===== config.mk =====
export PLATFORM = sky130hd
export DESIGN_NAME = seed_chain_derivation
export DESIGN_NICKNAME = d
export VERILOG_FILES = /design/src/hdl/scd_pkg.sv /design/src/hdl/scd_mix_core.sv /design/src/hdl/seed_chain_derivation.sv
export SDC_FILE = /design/constraint.sdc
export NUM_CORES = 2
export LEC_CHECK = 0
export BUFFER_PORTS_ARGS = -buffer_cell sky130_fd_sc_hd__buf_2
export CORE_ASPECT_RATIO = 0.6
export CORE_MARGIN = 4
export CORE_UTILIZATION = 40
export CTS_CLUSTER_SIZE = 8
export DETAILED_ROUTE_END_ITERATION = 7
export PLACE_DENSITY_LB_ADDON = 0.08
export SKIP_CTS_REPAIR_TIMING = 1
export SLEW_MARGIN = 30
export SYNTH_ARGS = -nofsm -noshare
export SYNTH_HDL_FRONTEND = slang
export SYNTH_SLANG_ARGS = --single-unit

===== constraint.sdc =====
create_clock -name clk -period 26.2 [get_ports clk]
set_input_delay 2.62 -clock clk [delete_from_list [all_inputs] [get_ports clk]]
set_output_delay 2.62 -clock clk [all_outputs]
set_load 0.02 [all_outputs]

===== src/hdl/scd_pkg.sv =====
`default_nettype none

package scd_pkg;

  // Command codes on the request channel
  localparam logic [1:0] CMD_SET    = 2'd0;
  localparam logic [1:0] CMD_SOLVE  = 2'd1;
  localparam logic [1:0] CMD_WORKER = 2'd2;

  // Mixer constants
  localparam logic [63:0] MIX_GOLDEN = 64'h9e37_79b9_7f4a_7c15;
  localparam logic [63:0] MIX_MUL_A  = 64'hbf58_476d_1ce4_e5b9;
  localparam logic [63:0] MIX_MUL_B  = 64'h94d0_49bb_1331_11eb;
  localparam int unsigned MIX_SHIFT_A = 30;
  localparam int unsigned MIX_SHIFT_B = 27;
  localparam int unsigned MIX_SHIFT_C = 31;

  // Domain tags
  localparam logic [63:0] SOLVE_TAG  = 64'h0005_01e0_0000_0000;
  localparam logic [63:0] WORKER_TAG = 64'h0000_0107_ce00_0000;

  // Mixer sequencer
  typedef enum logic [2:0] {
    MIX_IDLE,
    MIX_ADD,
    MIX_M0,
    MIX_M1,
    MIX_M2,
    MIX_XS,
    MIX_DONE
  } mix_state_t;

  // Top level sequencer
  typedef enum logic [1:0] {
    SEQ_IDLE,
    SEQ_RUN,
    SEQ_HOLD
  } seq_state_t;

endpackage

`default_nettype wire


===== src/hdl/scd_mix_core.sv =====
`default_nettype none

module scd_mix_core (
  input  wire logic        clk,
  input  wire logic        rst,
  input  wire logic        start,
  input  wire logic [63:0] x_init,
  input  wire logic [63:0] key,
  output logic             done,
  output logic [63:0]      h
);
  import scd_pkg::*;

  mix_state_t  state;
  mix_state_t  state_next;
  logic [63:0] x;
  logic [63:0] x_next;
  logic [63:0] acc;
  logic [63:0] acc_next;
  logic        pass;
  logic        pass_next;
  logic        mul_sel;
  logic        mul_sel_next;

  logic [31:0] mul_a;
  logic [31:0] mul_b;
  logic [63:0] mul_c;
  logic [63:0] prod;
  logic [63:0] sum_g;
  logic [63:0] fin;

  // One shared 32x32 multiplier; a 64-bit product mod 2^64 is built from three partial products
  assign mul_c = mul_sel ? MIX_MUL_B : MIX_MUL_A;
  assign mul_a = (state == MIX_M2) ? x[63:32] : x[31:0];
  assign mul_b = (state == MIX_M1) ? mul_c[63:32] : mul_c[31:0];
  assign prod  = {32'd0, mul_a} * {32'd0, mul_b};

  assign sum_g = x + MIX_GOLDEN;
  assign fin   = acc ^ (acc >> MIX_SHIFT_C);

  always_comb begin
    state_next = state;
    unique case (state)
      MIX_IDLE: if (start) state_next = MIX_ADD;
      MIX_ADD:  state_next = MIX_M0;
      MIX_M0:   state_next = MIX_M1;
      MIX_M1:   state_next = MIX_M2;
      MIX_M2:   state_next = MIX_XS;
      MIX_XS: begin
        if (!mul_sel) state_next = MIX_M0;
        else if (!pass) state_next = MIX_ADD;
        else state_next = MIX_DONE;
      end
      MIX_DONE: state_next = MIX_IDLE;
      default:  state_next = MIX_IDLE;
    endcase
  end

  always_comb begin
    x_next       = x;
    acc_next     = acc;
    pass_next    = pass;
    mul_sel_next = mul_sel;
    unique case (state)
      MIX_IDLE: begin
        if (start) begin
          x_next    = x_init;
          pass_next = 1'b0;
        end
      end
      MIX_ADD: begin
        x_next       = sum_g ^ (sum_g >> MIX_SHIFT_A);
        mul_sel_next = 1'b0;
      end
      MIX_M0: acc_next = prod;
      MIX_M1: acc_next = {acc[63:32] + prod[31:0], acc[31:0]};
      MIX_M2: acc_next = {acc[63:32] + prod[31:0], acc[31:0]};
      MIX_XS: begin
        if (!mul_sel) begin
          x_next       = acc ^ (acc >> MIX_SHIFT_B);
          mul_sel_next = 1'b1;
        end else if (!pass) begin
          // fold inner mix into the outer operand
          x_next    = key ^ fin;
          pass_next = 1'b1;
        end else begin
          x_next = fin;
        end
      end
      MIX_DONE: ;
      default: ;
    endcase
  end

  always_ff @(posedge clk) begin
    if (rst) begin
      state <= MIX_IDLE;
    end else begin
      state <= state_next;
    end
    x       <= x_next;
    acc     <= acc_next;
    pass    <= pass_next;
    mul_sel <= mul_sel_next;
  end

  assign done = (state == MIX_DONE);
  assign h    = x;

endmodule

`default_nettype wire


===== src/hdl/seed_chain_derivation.sv =====
`default_nettype none

// Seed chain derivation: holds a 64-bit master seed and a solve ordinal and
// answers one request with one result (command 3 is dropped with no result).
// A set request loads the master (a zero seed takes the entropy word, or 1)
// and clears the ordinal; its result leaves in the cycle after acceptance.
// A solve or worker derive request runs two splitmix64 passes on one shared
// 32x32 multiplier, three partial products per 64-bit product and four
// products in all; the result is registered once the mixer is done and free.
// The block takes a new request once the sequencer is idle and the output
// register is free or being taken; an unset master is filled from entropy
// before a derive and used_entropy flags that.
module seed_chain_derivation (
  input  wire logic        clk,
  input  wire logic        rst,
  input  wire logic        in_valid,
  output logic             in_stall,
  input  wire logic [1:0]  cmd,
  input  wire logic [63:0] seed_value,
  input  wire logic [63:0] rank_index,
  input  wire logic [31:0] entropy_word,
  output logic             out_valid,
  input  wire logic        out_stall,
  output logic [63:0]      seed_out,
  output logic             used_entropy
);
  import scd_pkg::*;

  seq_state_t  state;
  seq_state_t  state_next;
  logic [63:0] master;
  logic [63:0] ordinal;
  logic        solve_q;
  logic        used_q;

  logic        accept;
  logic        out_free;
  logic        start;
  logic        done;
  logic [63:0] h;
  logic [63:0] x_init;
  logic [63:0] key;
  logic [63:0] ent_seed;
  logic [63:0] derived;
  logic        wr_set;
  logic        wr_derive;

  assign out_free = !out_valid || !out_stall;
  assign in_stall = (state != SEQ_IDLE) || !out_free;
  assign accept   = in_valid && !in_stall;

  assign ent_seed = (entropy_word == 32'd0) ? 64'd1 : {32'd0, entropy_word};

  assign start  = accept && (cmd == CMD_SOLVE || cmd == CMD_WORKER);
  assign x_init = (cmd == CMD_SOLVE) ? ordinal : rank_index;
  // master and solve_q hold steady for the whole run
  assign key    = master ^ (solve_q ? SOLVE_TAG : WORKER_TAG);

  scd_mix_core u_mix (
    .clk    (clk),
    .rst    (rst),
    .start  (start),
    .x_init (x_init),
    .key    (key),
    .done   (done),
    .h      (h)
  );

  // Solve seeds keep a nonzero 32-bit half; worker seeds a nonzero word
  always_comb begin
    if (solve_q) begin
      if (h[31:0] != 32'd0) derived = {32'd0, h[31:0]};
      else if (h[63:32] != 32'd0) derived = {32'd0, h[63:32]};
      else derived = 64'd1;
    end else begin
      derived = (h != 64'd0) ? h : 64'd1;
    end
  end

  assign wr_set    = accept && (cmd == CMD_SET);
  assign wr_derive = ((state == SEQ_RUN && done) || state == SEQ_HOLD) && out_free;

  always_comb begin
    state_next = state;
    unique case (state)
      SEQ_IDLE: if (start) state_next = SEQ_RUN;
      SEQ_RUN: begin
        if (done) state_next = out_free ? SEQ_IDLE : SEQ_HOLD;
      end
      SEQ_HOLD: if (out_free) state_next = SEQ_IDLE;
      default:  state_next = SEQ_IDLE;
    endcase
  end

  always_ff @(posedge clk) begin
    if (rst) begin
      state     <= SEQ_IDLE;
      master    <= 64'd0;
      ordinal   <= 64'd0;
      out_valid <= 1'b0;
    end else begin
      state <= state_next;
      if (accept) begin
        unique case (cmd)
          CMD_SET: begin
            master  <= (seed_value == 64'd0) ? ent_seed : seed_value;
            ordinal <= 64'd0;
          end
          CMD_SOLVE, CMD_WORKER: begin
            // fill an unset master from entropy; a solve advances the ordinal
            if (master == 64'd0) master <= ent_seed;
            if (cmd == CMD_SOLVE) ordinal <= ordinal + 64'd1;
          end
          default: ;
        endcase
      end
      if (wr_set || wr_derive) out_valid <= 1'b1;
      else if (out_valid && !out_stall) out_valid <= 1'b0;
    end
    if (start) begin
      solve_q <= (cmd == CMD_SOLVE);
      used_q  <= (master == 64'd0);
    end
    if (wr_set) begin
      seed_out     <= (seed_value == 64'd0) ? ent_seed : seed_value;
      used_entropy <= (seed_value == 64'd0);
    end else if (wr_derive) begin
      seed_out     <= derived;
      used_entropy <= used_q;
    end
  end

endmodule

`default_nettype wire

# Yosys cells after proc, flatten, opt, wreduce, memory -nomap -nowiden
# Index checks and enable logic that the tools add are counted.
# word_totals
regBits	331
input_bits	166
word_cells	120
# op_classes
n_addsub	3
multipliers	1
n_eq_ne	17
mux	39
n_bitwise	6
n_reduce_logical	40
# ops
op	count
64-bit 2-to-1 mux	11
64-bit case mux with 2 select lines	3
64-bit case mux with 3 select lines	1
32-bit 2-to-1 mux	5
64-bit logical NOT	2
64-bit by 1-bit adder with 64-bit output, second input constant	1
64-bit adder, second input constant	1
32-bit by 32-bit multiplier with 64-bit output	1
32-bit nonzero test	2
64-bit nonzero test	1
64-bit by 33-bit XOR with 64-bit output	1
64-bit by 34-bit XOR with 64-bit output	1
64-bit by 37-bit XOR with 64-bit output	1
64-bit by 51-bit XOR with 64-bit output	1
64-bit XOR	1
62-bit 2-to-1 mux	1
51-bit 2-to-1 mux	1
32-bit adder	1
32-bit logical NOT	1
3-bit case mux with 6 select lines	1
2-bit nonzero test	7
2-bit inequality test, second input constant	6
3-bit AND reduction	4
3-bit == test, second input constant	3
other kinds (19)	48

# Depth between registers and ports, before layout
# logic_depth
word_depth	9
mapped_depth	42

# By module
# From an unflattened synthesis, not the netlist that was laid out.
# hier_totals
cells_unflattened	5348
hier_area_um2	50704.9
# modules_own_cells
mod	instances	cells_each	area_each_um2
scd_mix_core	1	4300	40433.8
seed_chain_derivation	1	1048	10271.1

# Worst setup path before layout
# Ideal clock, no wire load.
# synth_path
path_type	flip-flop to flip-flop
from	register u_mix.state[1]
to	register u_mix.acc[63] (data pin)
t_arrival_ns	10.010
setup_slack_ns	15.927
path_stages_with_launch	37
path_buffers	4
path_cell_list	dfxtp_1 > clkbuf_1 > nor3_1 > clkbuf_1 > buf_1 > mux2i_1 > clkbuf_1 > nor2_1 > fa_1 > fa_1 > inv_1 > fa_1 > fa_1 > inv_1 > fa_1 > inv_1 > fa_1 > inv_1 > fa_1 > fa_1 > ha_1 > a21oi_1 > o21ai_0 > a41o_1 > or3_1 > xnor2_1 > ha_1 > a21oi_1 > o21ai_0 > a221o_1 > o21ai_0 > o211ai_1 > a41oi_1 > nand2b_1 > nor3_1 > nor4_1 > nand2_1
# synth_via
elab_chain_len	5
elab_cells_between_ends	9
# synth_lines
item	line_no	rtl
start, declared	scd_mix_core.sv:14	mix_state_t state;
start signal, assigned	scd_mix_core.sv:99	state <= state_next;
3-bit == test or 3-bit by 2-bit == test with 1-bit output (tied branches)	scd_mix_core.sv:34, scd_mix_core.sv:64, scd_mix_core.sv:35	
32-bit 2-to-1 mux (on tied branches)	scd_mix_core.sv:34, scd_mix_core.sv:35	
32-bit by 32-bit multiplier with 64-bit output	scd_mix_core.sv:36	assign prod = {32'd0, mul_a} * {32'd0, mul_b};
32-bit adder	scd_mix_core.sv:76, scd_mix_core.sv:77	
64-bit case mux with 2 select lines (*)	scd_mix_core.sv:64	unique case (state)
net u_mix.acc_next[63]	scd_mix_core.sv:19	logic [63:0] acc_next;
end signal, assigned	scd_mix_core.sv:102	acc <= acc_next;
end, declared	scd_mix_core.sv:18	logic [63:0] acc;
# Mark *: on every way through the listed nets, which the timed path passes. The rest lies on a longest branch. The select of a mux whose other input is x is not followed.
# A chain may end at the register's enable or synchronous reset.

# Worst setup path in the final report
# layout_path
from	register u_mix.state[2]
to	register u_mix.acc[63] (data pin)
# Same word-level chain as after synthesis.

==> flow_summary.toml <==
[sta]
fin_tns_setup_ns = 0
whs_ns = 0.515
max-slew-margin-rel = 0.201
rsz0062_at_grt = "false"
skew_ns = 0.0427
slew_viol_final = 0
setup_viol = 0
min_period_ns = 12.12
worstMarginPinSlew_ns = 1.17
fmax_mhz = 82.5
hold_viol = 0
timing.final.crit_share = 0.463

[drt]
drc = 0
ant_nets = 0
wl_per_cell_um = 30.1
vias_per_cell = 5.67
drtIter0Drc = 5408
wirelength_um = 217000
vias = 40886
first_pass_iters = 7

[clock_tree]
cts_tree = "yes"
clock_latency_ns = 0.62
numCtsBuffers = 47
clock_sinks = 331
cts_root_buf = "clkbuf_16"
clkTransAtPathRegs_ns = 0.07
htree_levels = 2
cts_buffer_depth = 3

[placed_design]
port_buffers = 232
dp_hpwl_um = 185000
dpl_cell_area_sq_um = 53200
globalplace.congestion = 1.03

[status]
status = "finished, final reports clean"

[grt]
antenna_found_initial = 9
grt_max_degree = 73
grt_pass1_vias = 39504
grt_pass1_wl_um = 306000
grt.overflow.total = 0
grtUsageTotal = 0.330

[cells_and_area]
fin_area_sq_um = 54500
drive_above_1_share = 0.0917
nFillCells = 12271
final_common_cell = "inv_1"
mostFrequentLayoutCells = "935 x inv_1, 823 x fa_1, 512 x nor2_1"
synthToLayoutAreaGrowth_pct = 9.14
layout.nets = 6854

[critical_path]
crit_slowest_cell = "dfxtp_4"
setup.worst_path.class = "reg -> reg"
end_kind = "flop"
slowest_delay_ns = 0.74
cp-start-kind = "flop"
cp.required_ns = 26.54
arrival_ns = 12.46
critPathMaxFanout = 59
cpMostUsedCell = "fa_1"

[synth]
syn-num-nets = 6721
synth.ff_latch_count = 331
netlist_area_sq_um = 50000
ys_seq_area_frac = 0.172
synthFlopType = "edfxtp_1"
synth-edff-count = 197
yosys.cell_types.count = 83
ys_warn_count = 0
avgSynthCellArea_sq_um = 9.33
synth-async-reset-ratio = 0
syn_inst = 5356

[floorplanning]
die_w_um = 464
io_pins = 233
die-area_sq_um = 131000
start_util = 0.403
num_rows = 100
core-area_sq_um = 124000
chipHeight_um = 282

[hold_path]
hp-class = "reg -> reg"

[flow_run]
cap_violations = 0
## worst paths after layout
path | startpoint | endpoint | slack (ns) | cells past startpoint
worst min-delay path | ordinal[41]$_SDFFE_PP0P_ | ordinal[41]$_SDFFE_PP0P_ | 0.51 | 2
worst max-delay path | u_mix.state[2]$_SDFFE_PP0P_ | u_mix.acc[63]$_DFFE_PP_ | 14.08 | 35
worst max register to register | u_mix.state[2]$_SDFFE_PP0P_ | u_mix.acc[63]$_DFFE_PP_ | 14.08 | 35
worst min register to register | ordinal[41]$_SDFFE_PP0P_ | ordinal[41]$_SDFFE_PP0P_ | 0.51 | 2
## sequential cells by signal (all words and copies together), names as in the netlist
name and flops:
master 64, ordinal 64, out_valid 1, seed_out 64, solve_q 1, state 2, u_mix.acc 64, u_mix.h 64
u_mix.mul_sel 1, u_mix.pass 1, u_mix.state 3, used_entropy 1, used_q 1
## metal layers
metal	wire length (um)	vias up	track usage
met5	0	-	0.0106
met4	2500	0	0.0362
met3	35300	160	0.168
met2	72700	2345	0.375
met1	107000	20815	0.540
li1	-	17566	-
## cell usage after synthesis (13+ instances only)
| library cell | instances | area [sq um] |
|---|---|---|
| nor4_1 | 55 | 344 |
| nand2_1 | 245 | 920 |
| o211ai_1 | 32 | 240 |
| fa_1 | 823 | 16500 |
| xor2_1 | 136 | 1190 |
| buf_1 | 13 | 48.8 |
| nand2b_1 | 59 | 369 |
| o21a_1 | 15 | 113 |
| a22o_1 | 31 | 272 |
| nor2_1 | 519 | 1950 |
| ha_1 | 376 | 4700 |
| or2_2 | 45 | 282 |
| inv_1 | 936 | 3510 |
| a22oi_1 | 34 | 255 |
| and3_1 | 37 | 231 |
| nor3_1 | 31 | 155 |
| xnor2_1 | 189 | 1660 |
| dfxtp_1 | 134 | 2680 |
| nor2b_1 | 100 | 626 |
| mux2_2 | 19 | 214 |
| nand4_1 | 49 | 307 |
| o22ai_1 | 37 | 231 |
| nand3_1 | 58 | 290 |
| a31oi_1 | 22 | 138 |
| a21oi_1 | 338 | 1690 |
| or3_1 | 27 | 169 |
| o21ai_0 | 176 | 881 |
| clkbuf_1 | 226 | 848 |
| o21bai_1 | 17 | 128 |
| and2_1 | 87 | 544 |
| mux2i_1 | 79 | 791 |
| edfxtp_1 | 197 | 5920 |
| a21o_1 | 68 | 510 |
| a211oi_1 | 28 | 210 |
## kinds of logic (layout without fill, tap and decap cells)
| group | Yosys count | in the layout | share of synthesized area |
|---|---|---|---|
| AND/OR/NAND/NOR | 1352 | 1352 | 0.131 |
| other | 0 | 4 | 0 |
| AO/OA/AOI/OAI | 865 | 865 | 0.106 |
| flip-flops | 331 | 331 | 0.172 |
| multiplexers | 98 | 98 | 0.0201 |
| buffers and inverters | 1184 | 1354 | 0.0890 |
| XOR/XNOR | 327 | 327 | 0.0579 |
| adder cells (fa/ha/maj) | 1199 | 1199 | 0.424 |
## metrics by stage
| stage | utilization | setup slack [ns] | cells |
|---|---|---|---|
| 3_5_place_dp | 0.429 | 14.50 | 7123 |
| 6_report | 0.440 | 14.08 | 7213 |
| 3_3_place_gp | 0.429 | 14.57 | 7123 |
| 4_1_cts | 0.440 | 14.44 | 7209 |
| 2_1_floorplan | - | 15.93 | 5356 |
| 5_1_grt | 0.440 | 13.51 | 7213 |
## area by class of cell
| class | count | area [sq um] | area share |
|---|---|---|---|
| Inverter | 942 | 3540 | 0.0648 |
| Timing Repair Buffer | 326 | 1870 | 0.0342 |
| Antenna cell | 4 | 10.0 | 0.000184 |
| Clock inverter | 4 | 33.8 | 0.000619 |
| Clock buffer | 82 | 1310 | 0.0240 |
| Sequential cell | 331 | 8600 | 0.158 |
| Tap cell | 1683 | 2110 | 0.0386 |
| Multi-Input combinational cell | 3841 | 37100 | 0.680 |
## worst max-delay path, delay by kind of cell, from the launching register on
kind | cells | cell delay, ns
compound gates | 7 | 1.82
xor+xnor | 1 | 0.33
fa+ha+maj | 10 | 4.52
buf+inv | 7 | 1.69
flops | 1 | 0.74
mux | 1 | 0.36
simple gates | 9 | 2.33
Power is not shown: default switching activity piles up to over one toggle a cycle in this logic, so the estimate is an artifact.
